`src/rtl/opfs_pkg.sv`:
```
`timescale 1ns / 1ps

package opfs_pkg;

  localparam int CHAR_W = 7;
  localparam int WORD_W = CHAR_W + 1;
  localparam int BIT_CNT_W = $clog2(WORD_W);
  localparam logic [BIT_CNT_W-1:0] LAST_BIT = BIT_CNT_W'(WORD_W - 1);

  // Frame position codes.
  localparam logic [1:0] POS_HDR0 = 2'd0;
  localparam logic [1:0] POS_HDR1 = 2'd1;
  localparam logic [1:0] POS_HDR2 = 2'd2;
  localparam logic [1:0] POS_DATA = 2'd3;

  typedef struct packed {
    logic [WORD_W-1:0] word;
    logic              header;
    logic              last;
  } char_info_t;

endpackage

```
`src/rtl/opfs_char_enc.sv`:
```
`timescale 1ns / 1ps

module opfs_char_enc import opfs_pkg::*; (
  input  logic [CHAR_W-1:0] char_in,
  input  logic [1:0]        position,
  input  logic [CHAR_W-1:0] remaining,
  output char_info_t        info,
  output logic [1:0]        position_next,
  output logic [CHAR_W-1:0] remaining_next
);

  always_comb begin
    // Parity bit set when the character holds an even number of ones.
    info.word      = {~(^char_in), char_in};
    info.header    = 1'b0;
    info.last      = 1'b0;
    position_next  = position;
    remaining_next = remaining;
    case (position)
      POS_HDR0: begin
        info.header   = 1'b1;
        position_next = POS_HDR1;
      end
      POS_HDR1: begin
        info.header   = 1'b1;
        position_next = POS_HDR2;
      end
      POS_HDR2: begin
        info.header    = 1'b1;
        remaining_next = char_in;
        if (char_in == '0) begin
          info.last     = 1'b1;
          position_next = POS_HDR0;
        end else begin
          position_next = POS_DATA;
        end
      end
      default: begin
        if (remaining <= CHAR_W'(1)) begin
          info.last      = 1'b1;
          remaining_next = '0;
          position_next  = POS_HDR0;
        end else begin
          remaining_next = remaining - CHAR_W'(1);
        end
      end
    endcase
  end

endmodule

```
`src/rtl/odd_parity_frame_serializer.sv`:
```
`timescale 1ns / 1ps
// Path: an accepted character is registered in the input buffer, then loaded
// into the output shifter, from which its first line bit leaves.
// Throughput: one line bit per cycle while bit_stall is low, set by the output
// shift register; a one-character input buffer refills while it shifts.
// Reset (rst, synchronous, active high): empties both stages and returns the
// frame position to the first header byte with no data count.

module odd_parity_frame_serializer import opfs_pkg::*; (
  input  logic              clk,
  input  logic              rst,
  input  logic              char_valid,
  output logic              char_stall,
  input  logic [CHAR_W-1:0] char7,
  output logic              bit_valid,
  input  logic              bit_stall,
  output logic              line_bit,
  output logic              in_header,
  output logic              char_end,
  output logic              frame_end
);

  // Input buffer: holds one character until the shifter can take it.
  logic              buf_full;
  logic [CHAR_W-1:0] buf_char;

  // Frame position and data count.
  logic [1:0]        position;
  logic [CHAR_W-1:0] remaining;
  logic [1:0]        position_next;
  logic [CHAR_W-1:0] remaining_next;

  // Output shifter: the current character's word, LSB on the line.
  logic                 sh_valid;
  logic [WORD_W-1:0]    sh_word;
  logic [BIT_CNT_W-1:0] sh_cnt;
  logic                 sh_header;
  logic                 sh_last;

  char_info_t info;
  logic       char_take;
  logic       bit_take;
  logic       sh_done;
  logic       load;

  opfs_char_enc u_enc (
    .char_in        (buf_char),
    .position       (position),
    .remaining      (remaining),
    .info           (info),
    .position_next  (position_next),
    .remaining_next (remaining_next)
  );

  // Stall comes straight from the buffer flag, so it never depends on valid.
  assign char_stall = buf_full;
  assign char_take  = char_valid && !buf_full;

  assign bit_take = sh_valid && !bit_stall;
  assign sh_done  = bit_take && (sh_cnt == LAST_BIT);
  // Move the buffered character into the shifter when it is empty or its
  // last beat leaves this cycle.
  assign load     = buf_full && (!sh_valid || sh_done);

  assign bit_valid = sh_valid;
  assign line_bit  = sh_word[0];
  assign in_header = sh_header;
  assign char_end  = (sh_cnt == LAST_BIT);
  assign frame_end = (sh_cnt == LAST_BIT) && sh_last;

  always_ff @(posedge clk) begin
    if (rst) begin
      buf_full  <= 1'b0;
      sh_valid  <= 1'b0;
      sh_cnt    <= '0;
      position  <= POS_HDR0;
      remaining <= '0;
    end else begin
      if (char_take) begin
        buf_full <= 1'b1;
      end else if (load) begin
        buf_full <= 1'b0;
      end

      if (load) begin
        // Advance the frame state once per character, at load time.
        position  <= position_next;
        remaining <= remaining_next;
        sh_valid  <= 1'b1;
        sh_cnt    <= '0;
      end else if (sh_done) begin
        sh_valid <= 1'b0;
        sh_cnt   <= '0;
      end else if (bit_take) begin
        sh_cnt <= sh_cnt + BIT_CNT_W'(1);
      end
    end
  end

  // Payload registers: no reset needed.
  always_ff @(posedge clk) begin
    if (char_take) begin
      buf_char <= char7;
    end
    if (load) begin
      sh_word   <= info.word;
      sh_header <= info.header;
      sh_last   <= info.last;
    end else if (bit_take) begin
      // Drop the bit just sent and shift the next one onto the line.
      sh_word <= {1'b0, sh_word[WORD_W-1:1]};
    end
  end

endmodule

```
`config.mk`:
```
export PLATFORM = sky130hd
export DESIGN_NAME = odd_parity_frame_serializer
export DESIGN_NICKNAME = d
export VERILOG_FILES = /design/src/rtl/opfs_pkg.sv /design/src/rtl/opfs_char_enc.sv /design/src/rtl/odd_parity_frame_serializer.sv
export SDC_FILE = /design/constraint.sdc
export NUM_CORES = 1
export LEC_CHECK = 0
export BUFFER_PORTS_ARGS = -buffer_cell sky130_fd_sc_hd__buf_4
export CAP_MARGIN = 10
export CORE_ASPECT_RATIO = 1.5
export CORE_MARGIN = 5
export CORE_UTILIZATION = 45
export DETAILED_ROUTE_END_ITERATION = 8
export GPL_ROUTABILITY_DRIVEN = 0
export PLACE_DENSITY = 0.64
export SLEW_MARGIN = 20
export SYNTH_ARGS = -nofsm -noshare
export SYNTH_HDL_FRONTEND = slang
export SYNTH_SLANG_ARGS = --single-unit
```
`constraint.sdc`:
```
create_clock -name clk -period 1.8 [get_ports clk]
set_clock_uncertainty 0.05 [all_clocks]
set_input_delay 0.09 -clock clk [delete_from_list [all_inputs] [get_ports clk]]
set_output_delay 0.09 -clock clk [all_outputs]
set_load 0.02 [all_outputs]
```
After elaboration in Yosys (flattened, before gate mapping)
Cells that the tools add are included.
{"block": "totals", "mem_bits_ro": 0, "output_inout_bits": 6, "latchBits": 0, "mem_bits_rw": 0, "mem_count": 0, "input_bits": 11, "reg_bits": 31}
{"block": "op_classes", "n_div": 0, "addsub": 2, "multipliers": 0, "bitwise": 2, "n_eq_ne": 3, "n_shift": 0, "n_lt_le_gt_ge": 1, "mux": 15, "reduce_logical": 21}
{"cell": "8-bit two-way mux", "count": 2}
{"cell": "7-bit one-hot mux with 2 select lines", "count": 1}
{"cell": "7-bit by 1-bit less-or-equal comparator with 1-bit output (second input constant)", "count": 1}
{"cell": "7-bit logical NOT", "count": 1}
{"cell": "1-bit two-way mux", "count": 7}
{"cell": "7-bit two-way mux", "count": 1}
{"cell": "7-bit XOR reduction", "count": 1}
{"cell": "7-bit by 1-bit subtractor with 7-bit output (second input constant)", "count": 1}
{"cell": "2-bit one-hot mux with 3 select lines", "count": 1}
{"cell": "2-bit nonzero test", "count": 3}
{"cell": "3-bit OR reduction", "count": 2}
{"cell": "1-bit logical AND", "count": 5}
{"cell": "2-bit two-way mux", "count": 2}
{"cell": "2-bit AND reduction", "count": 2}
{"cell": "4-bit nonzero test", "count": 1}
{"cell": "3-bit by 1-bit adder with 3-bit output (second input constant)", "count": 1}
{"cell": "3-bit equality test (second input constant)", "count": 1}
{"cell": "1-bit logical NOT", "count": 3}
{"cell": "2-bit by 1-bit equality test with 1-bit output (second input constant)", "count": 1}
{"cell": "2-bit equality test (second input constant)", "count": 1}
{"cell": "2-bit logical NOT", "count": 1}
{"cell": "1-bit NOT", "count": 2}
{"cell": "1-bit one-hot mux with 2 select lines", "count": 1}
{"cell": "2-bit OR reduction", "count": 1}
{"cell": "1-bit logical OR", "count": 1}

Longest topological paths before layout
{"block": "depth", "word_depth": 7, "depth_mapped": 7, "depth_no_buf": 6}

Hierarchy
A second synthesis with hierarchy kept.
{"block": "unflattened", "hier_cells": 166, "area_unflattened_um2": 1742.9}
{"mod": "odd_parity_frame_serializer", "cells_each": 91, "area_each_um2": 1271.2, "n_inst": 1}
{"mod": "opfs_char_enc", "cells_each": 75, "area_each_um2": 471.7, "n_inst": 1}

Worst setup path before layout
OpenSTA, ideal clock, no wires.
{"block": "synth_timing", "path_kind": "reg2reg", "startpoint": "register sh_cnt[0]", "endpoint": "register sh_word[0] (enable)", "path_stages_with_launch": 7, "required_ps": 1448, "arrival_time_ps": 1604, "setup_slack_ps": -156, "path_buffers": 1, "synth_period_minus_slack_ps": 1956, "setup_ps": 302, "cell_sequence": "dfxtp_1 > ha_1 > ha_1 > and2b_1 > o21ai_1 > clkbuf_1 > nand2_1"}
{"block": "synth_via", "elab_chain_cells": 5}
{"item": "start: declaration", "line_no": "odd_parity_frame_serializer.sv:36", "source": "logic [BIT_CNT_W-1:0] sh_cnt;"}
{"item": "start signal: assignment", "line_no": "odd_parity_frame_serializer.sv:95", "source": "sh_cnt <= sh_cnt + BIT_CNT_W'(1);"}
{"item": "3-bit equality test"}
{"item": "named net char_end", "line_no": "odd_parity_frame_serializer.sv:19", "source": "output logic char_end,"}
{"item": "1-bit logical AND", "line_no": "odd_parity_frame_serializer.sv:60", "source": "assign sh_done = bit_take && (sh_cnt == LAST_BIT);"}
{"item": "1-bit logical OR", "line_no": "odd_parity_frame_serializer.sv:63", "source": "assign load = buf_full && (!sh_valid || sh_done);"}
{"item": "1-bit logical AND", "line_no": "odd_parity_frame_serializer.sv:63"}
{"item": "2-bit nonzero test (no source line)"}
{"item": "end signal: assignment", "line_no": "odd_parity_frame_serializer.sv:106", "source": "sh_word <= info.word;"}
{"item": "end signal: assignment", "line_no": "odd_parity_frame_serializer.sv:111", "source": "sh_word <= {1'b0, sh_word[WORD_W-1:1]};"}
{"item": "end: declaration", "line_no": "odd_parity_frame_serializer.sv:35", "source": "logic [WORD_W-1:0] sh_word;"}
The timed path passes the listed nets, and every way through them passes these cells.
A chain may end at the register's enable or synchronous reset.

Worst setup path in the final report
{"block": "layout_timing", "startpoint": "register sh_cnt[0]", "endpoint": "register sh_word[2] (enable)"}
{"block": "layout_via", "elab_chain_cells": 5}
{"item": "3-bit equality test", "line_no": "odd_parity_frame_serializer.sv:60"}
{"item": "1-bit logical AND", "line_no": "odd_parity_frame_serializer.sv:60"}
{"item": "1-bit logical OR", "line_no": "odd_parity_frame_serializer.sv:63"}
{"item": "1-bit logical AND", "line_no": "odd_parity_frame_serializer.sv:63"}
{"item": "2-bit nonzero test (no source line)"}
Every way passes these cells.

==> results.json <==
{
  "outcome": "complete, no violations",
  "crit_chain": "ha_1 > ha_1 > and2b_1 > o21ai_2 > buf_12 > nand2_4",
  "synth.net_count": 172,
  "hold_viol": 0,
  "path_class": "reg2reg",
  "antenna_left": 0,
  "seq_area_frac_synth": 0.5109,
  "yosys.area.top_type": "edfxtp_1",
  "critPathSlowestCell": "dfxtp_1",
  "first_iter_violations": 37,
  "fp.dieW_um": 57.89,
  "diodes": 0,
  "r2r-end": "sh_word[2]",
  "clock_path_buffers": 2,
  "pwr-share-clk": 0.409,
  "placed_cells": 216,
  "reg2regPathDepth": 6,
  "max-slew-margin-rel": 0.7100,
  "grt_max_degree": 21,
  "num_rows": 26,
  "avgRoutedWirePerCell_um": 13.84,
  "worst_slew_pin_slew_ns": 0.4317,
  "yosysMostFrequentCell": "edfxtp_1",
  "p_seq_frac": 0.484,
  "cp-start-kind": "register",
  "num-nets-final": 206,
  "die_h_um": 81.83,
  "p_total_mw": 1.666,
  "arrival_ns": 1.68,
  "gr-total-overflow": 0,
  "grt_pass1_vias": 1188,
  "fmax_mhz": 588.6,
  "synth-main-ff-cell": "edfxtp_1",
  "postCtsSetupRepairBufs": 0,
  "synthCells": 154,
  "design.die.area_sq_um": 4736,
  "reg2reg_slack_ns": 0.10,
  "drc": 0,
  "num_vias": 1250,
  "port_buffers": 16,
  "fin_crit_ns": 1.699,
  "core_area_sq_um": 3351,
  "clock-sinks": 31,
  "leakage_nw": 0.8255,
  "yosysWarningCount": 0,
  "pre_cts_ws_ns": 0.01299,
  "design_area_sq_um": 1982,
  "grt_pass1_wl_mm": 5.306,
  "min_path_cells": 2,
  "yosysUniqueCellTypes": 43,
  "cap_violations": 0,
  "r2r-start": "sh_cnt[0]",
  "grt_use_total": 0.1542,
  "power.density_nw_per_um2": 840.5,
  "synth.avg_cell_area_sq_um": 10.05,
  "cts_buffers": 5,
  "worstPathRequired_ns": 1.78,
  "drtPass1Iterations": 5,
  "slew_viol_final": 0,
  "min_from": "rst",
  "synthArstFlopShare": 0,
  "vias_per_cell": 5.411,
  "path_max_fanout": 20,
  "path_common_cell": "ha_1",
  "fin_tns_setup_ns": 0,
  "cts_tree": "yes",
  "final_util": 0.5915,
  "path_delay_family": "adder cells",
  "synth_top_area_frac": 0.3298,
  "syn_to_final_growth_pct": 28.05,
  "dp_hpwl_mm": 2.377,
  "root_buffer": "clkbuf_8",
  "clk_pin_slew_ns": 0.07,
  "pwr-share-comb": 0.107,
  "setup_viol": 0,
  "fin_ws_ns": 0.1011,
  "hp-class": "in2reg",
  "min_period_over_period": 0.9438,
  "p_int_mw": 1.284,
  "synth.cell_area_sq_um": 1548,
  "ys_top_cells_by_count": "edfxtp_1, inv_1, o21ai_0",
  "drt-total-wl_mm": 3.197,
  "ioPinCount": 17,
  "power_switching_mw": 0.3820,
  "cp_num_buf_inv": 1,
  "switching_share": 0.2293,
  "yosys-top-cells-area": "edfxtp_1, dfxtp_1, ha_1",
  "slowest_delay_ns": 0.33,
  "fin_cells": 231,
  "synth_edf_count": 17,
  "placed_area_sq_um": 1783,
  "clock_latency_ns": 0.29,
  "hold_slack_ns": 0.05840,
  "end_kind": "register",
  "antenna_found_initial": 0,
  "synth.ff_latch_count": 31,
  "htreeDepth": 2,
  "layout-drive-gt1-share": 0.2169,
  "start_util": 0.4619,
  "min_to": "position[0]",
  "ir_drop_uv": 595.5
}
[area by class of cell]
type                    instances  area [sq um]
repair buffers                 31         262.8
flip-flops and latches         31         790.8
clock buffers                   5         68.82
fillers                       287          1369
multi-input cells             103         703.2
clock inverters                 3         43.79
well taps                      42         52.55
inverters                      16         60.06
[sequential cells by signal (all words and copies together), names as in the netlist]
name        cells
buf_char        7
in_header       1
sh_word         8
position        2
sh_cnt          3
sh_last         1
remaining       7
bit_valid       1
char_stall      1
[metal layers]
layer / part of all wire / up-vias / global-route usage
li1: - / 631 / -
met1: 0.40 / 584 / 0.1530
met3: 0.032 / 9 / 0.04245
met5: 0 / - / 0
met4: 0.044 / 0 / 0.09977
met2: 0.52 / 26 / 0.2771
[placed cells by master, fill, tap and decap left out, drive strengths merged, types with 2 or more instances in the layout]
cell type,Yosys,final
dfxtp,14,14
nand2,13,13
o221a,2,2
a211oi,2,2
inv,16,16
a21oi,11,11
xnor2,2,2
a31oi,3,3
ha,7,7
clkbuf,3,5
o21ai,17,17
and2,2,2
nand2b,4,4
clkinv,0,2
o32ai,3,3
buf,1,24
nor3b,2,2
nor2b,3,3
nor3,5,5
dlygate4sd3,0,7
edfxtp,17,17
nor2,8,8
[worst reg2reg max path: cells and delay by family, from the launching register on]
family	cells	cell delay, ns
AOI/OAI and AO/OA	1	0.17
and+or+nand+nor	2	0.31
adders and majority gates	2	0.43
buffers and inverters	1	0.16
DFF	1	0.33
[cell families after synthesis]
kind of cell | share of synthesized area
fa+ha+maj | 0.05659
xor+xnor | 0.01698
compound gates | 0.2005
simple gates | 0.1657
buf+inv | 0.04930
flops | 0.5109
[power by group through the flow]
stage / Combinational [mW] / Sequential [mW] / Clock, mW
2_1_floorplan: 0.0971 / 0.823 / 0
3_3_place_gp: 0.161 / 0.821 / 0
3_5_place_dp: 0.164 / 0.822 / 0
4_1_cts: 0.178 / 0.806 / 0.689
5_1_grt: 0.200 / 0.810 / 0.726
6_report: 0.179 / 0.806 / 0.681
[worst max-delay path by stage]
stage	startpoint	endpoint	slack [ns]	cells after the start
after global routing	sh_cnt[0]	position[0]	-0.02	7
after global placement	sh_cnt[0]	sh_word[2]	0.05	6
after CTS	sh_cnt[0]	remaining[2]	0.05	6
final	sh_cnt[0]	sh_word[2]	0.10	6
after detailed placement	sh_cnt[0]	sh_word[1]	0.01	6
after floorplan	sh_cnt[0]	sh_word[0]	0.008	6
[repair_timing]
| item | CTS | global route |
|---|---|---|
| endpoints found under the hold margin | 7 | 0 |
| hold buffers | 7 | 0 |
| gates resized for setup | 1 | 2 |
| setup endpoints to repair | 8 | 2 |
No activity file was read; power rests on OpenSTA's default activity.
